--- src/rtl/terminal_line_editor_macros.svh ---
// Assertion macros shared by the terminal line editor RTL.
`ifndef TERMINAL_LINE_EDITOR_MACROS_SVH
`define TERMINAL_LINE_EDITOR_MACROS_SVH

// Check a condition at every rising edge outside reset.
`define TLE_ASSERT(label, cond, msg) \
   label: assert property (@(posedge clock) disable iff (reset) (cond)) else $error(msg);

// Check that a condition holds in the cycle after a trigger.
`define TLE_ASSERT_NEXT(label, trig, cons, msg) \
   label: assert property (@(posedge clock) disable iff (reset) (trig) |=> (cons)) \
      else $error(msg);

`endif

--- src/rtl/tle_pkg.sv ---
// Types and constants of the terminal line editor.
package tle_pkg;

   // Character codes
   localparam logic [7:0] CH_LF    = 8'd10;
   localparam logic [7:0] CH_CR    = 8'd13;
   localparam logic [7:0] CH_ESC   = 8'd27;
   localparam logic [7:0] CH_PLUS  = 8'd43;
   localparam logic [7:0] CH_BS    = 8'd8;
   localparam logic [7:0] CH_SPACE = 8'd32;

   // Result event codes
   localparam logic [2:0] EV_ECHO   = 3'd0;
   localparam logic [2:0] EV_DONE   = 3'd1;
   localparam logic [2:0] EV_PROMPT = 3'd2;
   localparam logic [2:0] EV_EXIT   = 3'd3;
   localparam logic [2:0] EV_READ   = 3'd4;

   // Request kinds
   localparam logic REQ_BYTE = 1'b0;
   localparam logic REQ_READ = 1'b1;

   // Register indexes
   localparam logic [1:0] CSR_ABORT     = 2'd0;
   localparam logic [1:0] CSR_BACKSPACE = 2'd1;
   localparam logic [1:0] CSR_INTRO     = 2'd2;

   // Escape sequence phases
   localparam logic [1:0] ESC_NONE  = 2'd0;
   localparam logic [1:0] ESC_OPEN  = 2'd1;
   localparam logic [1:0] ESC_INTRO = 2'd2;

   // Result sequence that one accepted item produces
   typedef enum logic [2:0] {
      KIND_ECHO   = 3'd0,
      KIND_DONE   = 3'd1,
      KIND_PROMPT = 3'd2,
      KIND_ERASE  = 3'd3,
      KIND_EXIT   = 3'd4,
      KIND_READ   = 3'd5
   } kind_type;

endpackage

--- src/rtl/tle_ram.sv ---
// Generic single-write, single-read RAM with registered read data.
module tle_ram #(
   parameter int WIDTH = 8,
   parameter int DEPTH = 128
) (
   input  logic                     clock,
   input  logic                     wr_en,
   input  logic [$clog2(DEPTH)-1:0] wr_addr,
   input  logic [WIDTH-1:0]         wr_data,
   input  logic                     rd_en,
   input  logic [$clog2(DEPTH)-1:0] rd_addr,
   output logic [WIDTH-1:0]         rd_data
);

   logic [WIDTH-1:0] mem_ff [DEPTH];
   logic [WIDTH-1:0] rd_data_ff;

   always_ff @(posedge clock) begin
      if (wr_en) begin
         mem_ff[wr_addr] <= wr_data;
      end
      if (rd_en) begin
         rd_data_ff <= mem_ff[rd_addr];
      end
   end

   assign rd_data = rd_data_ff;

endmodule

--- src/rtl/terminal_line_editor.sv ---
// Terminal line editor: line assembly, echo generation and line store readout.
// An accepted item goes into the job register, then its results into the output register.
// Results leave a single output register at one result per cycle while rsp_stall is low;
// a new item is taken as the last result of the current one moves into the output register.
// Reset (synchronous): counts and escape state cleared, registers to 3, 8 and 91;
// the line store is not cleared and needs no clearing pass.
`include "terminal_line_editor_macros.svh"

module terminal_line_editor #(
   parameter int LINE_DEPTH = 128
) (
   input  logic        clock,
   input  logic        reset,
   // Input channel
   input  logic        req_valid,
   output logic        req_stall,
   input  logic        req_type,
   input  logic [7:0]  req_rx_byte,
   input  logic [6:0]  req_read_index,
   // Result channel
   output logic        rsp_valid,
   input  logic        rsp_stall,
   output logic [2:0]  rsp_event_res,
   output logic [7:0]  rsp_out_byte,
   output logic [6:0]  rsp_line_len,
   output logic        rsp_last,
   // Configuration port
   input  logic        psel,
   input  logic        penable,
   input  logic        pwrite,
   input  logic [3:0]  paddr,
   input  logic [31:0] pwdata,
   output logic [31:0] prdata,
   output logic        pready
);

   import tle_pkg::*;

   localparam int ADDR_W = $clog2(LINE_DEPTH);
   // Usable line length: one entry short of the store, and never above 127
   localparam int CAP_INT = (LINE_DEPTH - 1 > 127) ? 127 : LINE_DEPTH - 1;
   localparam logic [6:0] CAPACITY = 7'(CAP_INT);

   // ------------------------------------------------------------------
   // Configuration registers
   // ------------------------------------------------------------------
   logic [7:0] abort_char_ff, abort_char_in;
   logic [7:0] backspace_char_ff, backspace_char_in;
   logic [7:0] escape_intro_ff, escape_intro_in;
   logic       csr_write;

   assign pready    = 1'b1;
   assign csr_write = psel && penable && pwrite;

   always_comb begin
      abort_char_in     = abort_char_ff;
      backspace_char_in = backspace_char_ff;
      escape_intro_in   = escape_intro_ff;
      prdata            = 32'd0;
      unique case (paddr[3:2])
         CSR_ABORT: begin
            prdata = {24'd0, abort_char_ff};
            if (csr_write) begin
               abort_char_in = pwdata[7:0];
            end
         end
         CSR_BACKSPACE: begin
            prdata = {24'd0, backspace_char_ff};
            if (csr_write) begin
               backspace_char_in = pwdata[7:0];
            end
         end
         CSR_INTRO: begin
            prdata = {24'd0, escape_intro_ff};
            if (csr_write) begin
               escape_intro_in = pwdata[7:0];
            end
         end
         default: begin
            // Unmapped slot: reads zero, drop writes
            prdata = 32'd0;
         end
      endcase
   end

   // ------------------------------------------------------------------
   // Handshake control
   // ------------------------------------------------------------------
   // The job register holds the result sequence of the item in flight;
   // it drains one result per cycle into the output register while that register can load. A new item
   // is taken when no job is pending or the last result of the current
   // job moves into the output register in this cycle.
   logic       job_valid_ff, job_valid_in;
   kind_type   job_kind_ff, job_kind_in;
   logic [7:0] job_byte_ff, job_byte_in;
   logic [6:0] job_len_ff, job_len_in;
   logic       job_read_ok_ff, job_read_ok_in;
   logic [1:0] job_step_ff, job_step_in;
   logic [1:0] job_num;
   logic       job_last;

   logic       rsp_valid_ff, rsp_valid_in;
   logic [2:0] rsp_event_ff, rsp_event_in;
   logic [7:0] rsp_byte_ff, rsp_byte_in;
   logic [6:0] rsp_len_ff, rsp_len_in;
   logic       rsp_last_ff, rsp_last_in;

   logic out_load;
   logic emit;
   logic accept;

   always_comb begin
      case (job_kind_ff) inside
         KIND_DONE, KIND_PROMPT, KIND_ERASE: job_num = 2'd3;
         default:                            job_num = 2'd1;
      endcase
   end

   assign job_last  = (job_step_ff == job_num - 2'd1);
   assign out_load  = !rsp_valid_ff || !rsp_stall;
   assign emit      = job_valid_ff && out_load;
   assign req_stall = job_valid_ff && !(emit && job_last);
   assign accept    = req_valid && !req_stall;

   // ------------------------------------------------------------------
   // Line state and byte decoding
   // ------------------------------------------------------------------
   logic [6:0] stored_count_ff, stored_count_in;
   logic [1:0] plus_run_ff, plus_run_in;
   logic [1:0] escape_phase_ff, escape_phase_in;
   logic       line_closed_ff, line_closed_in;

   logic       has_result;
   logic       store_byte;
   logic       session_exit;
   logic       read_ok;

   assign read_ok = (req_read_index < stored_count_ff);

   always_comb begin
      stored_count_in = stored_count_ff;
      plus_run_in     = plus_run_ff;
      escape_phase_in = escape_phase_ff;
      line_closed_in  = line_closed_ff;
      has_result      = 1'b0;
      store_byte      = 1'b0;
      session_exit    = 1'b0;
      job_kind_in     = KIND_ECHO;
      job_len_in      = stored_count_ff;

      if (accept && req_type == REQ_READ) begin
         // Reads leave the line untouched and always answer once
         has_result  = 1'b1;
         job_kind_in = KIND_READ;
      end else if (accept) begin
         // A byte after a closed line starts a fresh one
         if (line_closed_ff) begin
            stored_count_in = 7'd0;
            plus_run_in     = 2'd0;
            escape_phase_in = ESC_NONE;
            line_closed_in  = 1'b0;
         end

         if (req_rx_byte == CH_PLUS) begin
            if (plus_run_in == 2'd2) begin
               // Third plus in a row ends the session
               plus_run_in    = 2'd0;
               line_closed_in = 1'b1;
               session_exit   = 1'b1;
               has_result     = 1'b1;
               job_kind_in    = KIND_EXIT;
            end else begin
               plus_run_in = plus_run_in + 2'd1;
            end
         end else begin
            plus_run_in = 2'd0;
         end

         if (!session_exit) begin
            if (req_rx_byte == CH_LF || req_rx_byte == CH_CR) begin
               escape_phase_in = ESC_NONE;
               line_closed_in  = 1'b1;
               has_result      = 1'b1;
               job_kind_in     = KIND_DONE;
            end else if (req_rx_byte == abort_char_ff) begin
               escape_phase_in = ESC_NONE;
               stored_count_in = 7'd0;
               has_result      = 1'b1;
               job_kind_in     = KIND_PROMPT;
            end else if (req_rx_byte == backspace_char_ff) begin
               escape_phase_in = ESC_NONE;
               // Erase only when something is stored; otherwise stay silent
               if (stored_count_in != 7'd0) begin
                  stored_count_in = stored_count_in - 7'd1;
                  has_result      = 1'b1;
                  job_kind_in     = KIND_ERASE;
               end
            end else if (req_rx_byte == CH_ESC) begin
               escape_phase_in = ESC_OPEN;
            end else if (escape_phase_in == ESC_OPEN && req_rx_byte == escape_intro_ff) begin
               escape_phase_in = ESC_INTRO;
            end else if (escape_phase_in == ESC_INTRO) begin
               // Final byte of the sequence: swallow it
               escape_phase_in = ESC_NONE;
            end else begin
               // Ordinary byte: echo always, store while room is left
               escape_phase_in = ESC_NONE;
               has_result      = 1'b1;
               job_kind_in     = KIND_ECHO;
               if (stored_count_in < CAPACITY) begin
                  store_byte      = 1'b1;
                  stored_count_in = stored_count_in + 7'd1;
               end
            end
         end
         job_len_in = stored_count_in;
      end
   end

   // ------------------------------------------------------------------
   // Line store
   // ------------------------------------------------------------------
   // Write at the transfer of an ordinary byte, read at the transfer of a
   // read request. Only one item transfers per cycle, so a read never meets
   // a write of the same cycle; a write is in the array before any later
   // read is issued, so no forwarding is needed. Read data stays put until
   // the next read transfer, which waits for the current job to drain.
   logic [15:0]       wr_wide;
   logic [15:0]       rd_wide;
   logic [ADDR_W-1:0] ram_wr_addr;
   logic [ADDR_W-1:0] ram_rd_addr;
   logic [7:0]        ram_rd_data;
   logic [6:0]        write_pos;

   // Store position is the count after a possible line restart
   assign write_pos   = line_closed_ff ? 7'd0 : stored_count_ff;
   assign wr_wide     = {9'd0, write_pos};
   assign rd_wide     = {9'd0, req_read_index};
   assign ram_wr_addr = wr_wide[ADDR_W-1:0];
   assign ram_rd_addr = rd_wide[ADDR_W-1:0];

   tle_ram #(
      .WIDTH (8),
      .DEPTH (LINE_DEPTH)
   ) u_line_ram (
      .clock   (clock),
      .wr_en   (store_byte),
      .wr_addr (ram_wr_addr),
      .wr_data (req_rx_byte),
      .rd_en   (accept && req_type == REQ_READ),
      .rd_addr (ram_rd_addr),
      .rd_data (ram_rd_data)
   );

   // ------------------------------------------------------------------
   // Job register and result sequencing
   // ------------------------------------------------------------------
   assign job_byte_in    = req_rx_byte;
   assign job_read_ok_in = read_ok;

   always_comb begin
      job_valid_in = job_valid_ff;
      job_step_in  = job_step_ff;
      if (accept) begin
         job_valid_in = has_result;
         job_step_in  = 2'd0;
      end else if (emit) begin
         if (job_last) begin
            job_valid_in = 1'b0;
         end else begin
            job_step_in = job_step_ff + 2'd1;
         end
      end
   end

   // Pick the result of the current step
   always_comb begin
      rsp_event_in = EV_ECHO;
      rsp_byte_in  = 8'd0;
      case (job_kind_ff) inside
         KIND_DONE, KIND_PROMPT: begin
            // CR, LF, then the closing event
            if (job_step_ff == 2'd0) begin
               rsp_byte_in = CH_CR;
            end else if (job_step_ff == 2'd1) begin
               rsp_byte_in = CH_LF;
            end else begin
               rsp_event_in = (job_kind_ff == KIND_DONE) ? EV_DONE : EV_PROMPT;
            end
         end
         KIND_ERASE: begin
            // BS, space, BS
            rsp_byte_in = (job_step_ff == 2'd1) ? CH_SPACE : CH_BS;
         end
         KIND_EXIT: begin
            rsp_event_in = EV_EXIT;
         end
         KIND_READ: begin
            rsp_event_in = EV_READ;
            rsp_byte_in  = job_read_ok_ff ? ram_rd_data : 8'd0;
         end
         default: begin
            rsp_byte_in = job_byte_ff;
         end
      endcase
   end

   assign rsp_len_in  = job_len_ff;
   assign rsp_last_in = job_last;

   always_comb begin
      rsp_valid_in = rsp_valid_ff;
      if (out_load) begin
         rsp_valid_in = emit;
      end
   end

   // ------------------------------------------------------------------
   // Registers
   // ------------------------------------------------------------------
   always_ff @(posedge clock) begin
      if (reset) begin
         abort_char_ff     <= 8'd3;
         backspace_char_ff <= 8'd8;
         escape_intro_ff   <= 8'd91;
         stored_count_ff   <= 7'd0;
         plus_run_ff       <= 2'd0;
         escape_phase_ff   <= ESC_NONE;
         line_closed_ff    <= 1'b0;
         job_valid_ff      <= 1'b0;
         job_step_ff       <= 2'd0;
         rsp_valid_ff      <= 1'b0;
      end else begin
         abort_char_ff     <= abort_char_in;
         backspace_char_ff <= backspace_char_in;
         escape_intro_ff   <= escape_intro_in;
         stored_count_ff   <= stored_count_in;
         plus_run_ff       <= plus_run_in;
         escape_phase_ff   <= escape_phase_in;
         line_closed_ff    <= line_closed_in;
         job_valid_ff      <= job_valid_in;
         job_step_ff       <= job_step_in;
         rsp_valid_ff      <= rsp_valid_in;
      end
   end

   // Payload: load on transfer, hold otherwise
   always_ff @(posedge clock) begin
      if (accept) begin
         job_kind_ff    <= job_kind_in;
         job_byte_ff    <= job_byte_in;
         job_len_ff     <= job_len_in;
         job_read_ok_ff <= job_read_ok_in;
      end
      if (emit) begin
         rsp_event_ff <= rsp_event_in;
         rsp_byte_ff  <= rsp_byte_in;
         rsp_len_ff   <= rsp_len_in;
         rsp_last_ff  <= rsp_last_in;
      end
   end

   assign rsp_valid     = rsp_valid_ff;
   assign rsp_event_res = rsp_event_ff;
   assign rsp_out_byte  = rsp_byte_ff;
   assign rsp_line_len  = rsp_len_ff;
   assign rsp_last      = rsp_last_ff;

   // ------------------------------------------------------------------
   // Assertions
   // ------------------------------------------------------------------
   logic third_plus;
   logic exit_loaded;

   assign third_plus  = accept && req_type == REQ_BYTE && req_rx_byte == CH_PLUS &&
                        plus_run_ff == 2'd2 && !line_closed_ff;
   assign exit_loaded = line_closed_ff && plus_run_ff == 2'd0 && job_valid_ff &&
                        job_kind_ff == KIND_EXIT;

   `TLE_ASSERT(a_count_cap, stored_count_ff <= CAPACITY, "line count beyond capacity")
   `TLE_ASSERT(a_plus_run, plus_run_ff != 2'd3, "plus run reached three without exit")
   `TLE_ASSERT(a_job_step, !job_valid_ff || job_step_ff < job_num, "job step past its sequence")
   `TLE_ASSERT_NEXT(a_exit_close, third_plus, exit_loaded, "third plus did not close the session")

endmodule

--- config.mk ---
export PLATFORM = sky130hd
export DESIGN_NAME = terminal_line_editor
export DESIGN_NICKNAME = d
export VERILOG_FILES = /design/src/rtl/tle_pkg.sv /design/src/rtl/tle_ram.sv /design/src/rtl/terminal_line_editor.sv
export VERILOG_INCLUDE_DIRS = /design/src /design/src/rtl
export SDC_FILE = /design/constraint.sdc
export NUM_CORES = 1
export LEC_CHECK = 0
export BUFFER_PORTS_ARGS = -buffer_cell sky130_fd_sc_hd__buf_2
export CORE_MARGIN = 2
export CORE_UTILIZATION = 50
export CTS_CLUSTER_DIAMETER = 40
export CTS_CLUSTER_SIZE = 20
export DETAILED_ROUTE_END_ITERATION = 12
export PLACE_DENSITY = 0.66
export SETUP_SLACK_MARGIN = 0.05
export SLEW_MARGIN = 30
export SYNTH_ARGS = -nofsm -noshare
export SYNTH_HDL_FRONTEND = slang
export SYNTH_SLANG_ARGS = --single-unit
--- constraint.sdc ---
create_clock -name clock -period 3.9 [get_ports clock]
set_input_delay 0.585 -clock clock [delete_from_list [all_inputs] [get_ports clock]]
set_output_delay 0.585 -clock clock [all_outputs]
set_load 0.03 [all_outputs]
==> flow_summary.json <==
{
  "finalCriticalPeriod_ns": 3.189,
  "status": "finished clean",
  "worstPathArrival_ns": 3.60,
  "reg2reg_depth": 9,
  "drt_wl_total_mm": 103.6,
  "reg2reg_from": "line_closed_ff$_SDFFE_PP0P_",
  "post_cts_buffers": 0,
  "n_antenna_cell": 0,
  "clkTransAtPathRegs_ns": 0.05,
  "tns_ns": 0,
  "yosysSeqAreaShare_pct": 74.15,
  "drt_iter0_markers": 2385,
  "netSwitchingPower_uw": 5830,
  "wl_per_cell_um": 27.57,
  "grt_start_max_net_pins": 85,
  "synth_top_family_by_area": "multiplexers",
  "yosys_warnings": 0,
  "netlist_instances": 2198,
  "synth-xor-area-share_pct": 0.4930,
  "r2r_end": "u_line_ram.mem_ff[1][1]$_DFFE_PP_",
  "ys_types": 71,
  "crit_path_top_delay_cell": "nor2_1",
  "p_leak_uw": 0.01682,
  "critical_path.most_common_cell": "buf_4",
  "clock_power_share_pct": 45.5,
  "fp.coreArea_sq_mm": 0.08824,
  "gp_congestion": 0.8667,
  "grtUsageMet2_pct": 36.83,
  "worstSetupEndpointType": "flop",
  "vias": 22590,
  "ir_drop_mv": 0.4559,
  "first_pass_iters": 5,
  "intPower_uw": 20960,
  "worst_setup_path_start_kind": "flop",
  "p_per_area_mw_per_mm2": 517.2,
  "cts-root-buf": "clkbuf_16",
  "report.final.slew_viol_count": 0,
  "min_to": "escape_intro_ff[3]$_SDFFE_PP1P_",
  "globalRoute.totalOverflow": 0,
  "use_met1_pct": 32.96,
  "ctsHoldBuffers": 0,
  "slowest_delay_ns": 0.52,
  "critPathMaxFanout": 12,
  "tightest_slew_ns": 0.9518,
  "avgViaCountPerCell": 6.015,
  "hp-class": "input port to flop",
  "area_growth_pct": 16.62,
  "clkLatencyLatePin_ns": 0.71,
  "fin_nets": 2557,
  "synth_mux_area_share_pct": 16.98,
  "io_pins": 113,
  "ant_nets": 0,
  "synth_edf_count": 1070,
  "p_comb_share_pct": 5.3,
  "design_area_sq_mm": 0.05179,
  "dieWidth_um": 302.0,
  "synthFlopType": "edfxtp_1",
  "synth.area.top_cells": "edfxtp_1 72%, mux4_2 16%, dfxtp_1 1.8%, nor2_1 1.6%, mux2i_1 0.70%",
  "setup_viol": 0,
  "yosys.area.top_type": "edfxtp_1",
  "ys_ff_latch": 1110,
  "track_usage_pct": 23.23,
  "min-delay-start": "pwdata[3]",
  "hold_violations": 0,
  "rsz0062_at_grt": "false",
  "portBuffers": 61,
  "cts_resized": 0,
  "num_rows": 109,
  "die-area_sq_mm": 0.09123,
  "postSynthAreaPerCell_sq_um": 20.21,
  "grt_pass1_vias": 23010,
  "antenna_found_initial": 1,
  "cts_made_buffers": 136,
  "yosysTopAreaCellShare_pct": 72.35,
  "skew_ns": 0.02570,
  "crit_required_ns": 4.31,
  "die_height_um": 302.0,
  "syn_area_sq_mm": 0.04441,
  "cts_sinks": 1110,
  "synth_fa_ha_area_share_pct": 0.3099,
  "fin_crit_sh_pct": 81.78,
  "crit_chain": "nor3b_1 > and4_4 > a21oi_4 > nand3_2 > nor4_4 > buf_4 > nand4_4 > nor2_1 > buf_4",
  "synth-compound-area-share_pct": 2.406,
  "drc": 0,
  "busiest_layer": "met2",
  "drv_cap": 0,
  "min_delay_path_depth": 3,
  "tritoncts": "done",
  "placed_area_sq_mm": 0.04734,
  "critical_path_class": "flop to flop",
  "drive_gt1_share_pct": 32.11,
  "synth-async-reset-ratio_pct": 0,
  "synthSimpleGateAreaFrac_pct": 3.967,
  "slew_headroom_pct": 36.55,
  "dp_hpwl_mm": 65.55,
  "pwr-share-seq_pct": 49.2,
  "clk_path_buf_depth": 3,
  "cts.htree.levels": 4,
  "grt_pass1_wl_mm": 152.7,
  "power_switching_share_pct": 21.77,
  "r2r_setup_slack_ns": 0.71,
  "grt_use_met3_pct": 4.740,
  "fmax_mhz": 313.5,
  "start_util_pct": 50.33
}
metal layers:
metal | vias to the layer above | wire [um]
li1 | 9610 | -
met1 | 11890 | 42410
met2 | 937 | 50140
met3 | 150 | 8107
met4 | 2 | 2881
met5 | - | 13
through the flow:
stage	std cells	hold WS [ns]	util, %	setup slack, ns	total power (uW)
6_report	3756	0.1459	58.70	0.7107	26790
5_1_grt	3756	0.1350	58.70	0.5883	27580
4_1_cts	3755	0.1029	58.66	0.6852	27000
3_5_place_dp	3513	0.4045	53.65	0.2325	14850
3_3_place_gp	3513	0.4040	53.65	0.2825	14810
2_1_floorplan	2229	0.4003	-	0.5538	14260
layout make-up:
cell class	count	area, sq um
clock buffers	154	3502
clock inverters	88	918.4
fillers	6232	36450
inverters	18	67.56
multi-input cells	956	10850
flip-flops and latches	1110	32930
well taps	1165	1458
repair buffers	265	2064
registers in the layout, indices dropped and copies added, names as in the netlist, 7 cells and up:
signal and count:
backspace_char_ff 8, abort_char_ff 8, rsp_line_len 7, u_line_ram.rd_data 8
escape_intro_ff 8, job_byte_ff 8, job_len_ff 7, rsp_out_byte 8
stored_count_ff 7, u_line_ram.mem_ff 1024
critical path: cells and delay by family, from the launching register on:
kind                   cells  cell delay [ns]
and+or+nand+nor            6             1.66
DFF                        1             0.48
buffers and inverters      2             0.51
AOI/OAI and AO/OA          1             0.23
synth_stat cells (6+ instances only):
master    number
nor2b_1        6
o22ai_1       16
a22oi_1       19
a21oi_1       39
xor2_1        16
edfxtp_1    1070
buf_1         24
xnor2_1        9
mux2i_1       31
buf_4         26
nand2b_1       7
nor3_1        18
clkbuf_1      65
a21o_1         7
inv_1         17
a211oi_1      15
nand2_1       62
ha_1          11
nand3_1       30
mux4_2       312
mux2_2        18
and2_1         6
buf_2         30
nor2_1       191
o21ai_0       23
dfxtp_1       40
kinds of logic (layout without fill, tap and decap cells):
group,Yosys count,after routing
mux,361,361
simple gates,367,367
xor+xnor,25,25
fa+ha+maj,11,11
compound gates,159,159
flops,1110,1110
buf+inv,163,525
other cells,2,33
placed cells by master, fill, tap and decap left out, types with 13 or more instances in the layout:
master / n
nand2_1: 62
clkbuf_16: 137
nor3_1: 18
o22ai_1: 16
a211oi_1: 15
mux2i_1: 31
clkinv_1: 15
clkbuf_1: 16
nand3_1: 30
o21ai_0: 23
mux2_2: 18
conb_1: 33
clkinv_2: 18
buf_2: 49
a22oi_1: 19
buf_12: 13
a21oi_1: 39
edfxtp_1: 1070
buf_4: 200
mux4_2: 312
inv_1: 17
inv_6: 14
nor2_1: 191
xor2_1: 16
dfxtp_1: 40
power groups by stage:
stage | Clock [uW] | Sequential [uW] | Combinational [uW]
finish | 12200 | 13200 | 1410
global route | 12900 | 13200 | 1510
CTS | 12400 | 13200 | 1420
detailed placement | 0 | 13400 | 1420
global placement | 0 | 13400 | 1390
floorplan | 0 | 13400 | 820
worst max-delay path by stage:
stage | endpoint | from | slack (ns)
floorplan | u_line_ram.mem_ff[88][0]$_DFFE_PP_ | req_rx_byte[0] | 0.55
global placement | u_line_ram.mem_ff[33][4]$_DFFE_PP_ | req_rx_byte[0] | 0.28
detailed placement | u_line_ram.mem_ff[1][1]$_DFFE_PP_ | req_rx_byte[0] | 0.23
CTS | u_line_ram.mem_ff[1][1]$_DFFE_PP_ | line_closed_ff$_SDFFE_PP0P_ | 0.69
global route | u_line_ram.mem_ff[1][6]$_DFFE_PP_ | job_kind_ff[2]$_SDFFCE_PP1P_ | 0.59
finish | u_line_ram.mem_ff[1][1]$_DFFE_PP_ | line_closed_ff$_SDFFE_PP0P_ | 0.71
No activity file was read; power rests on OpenSTA's default activity.
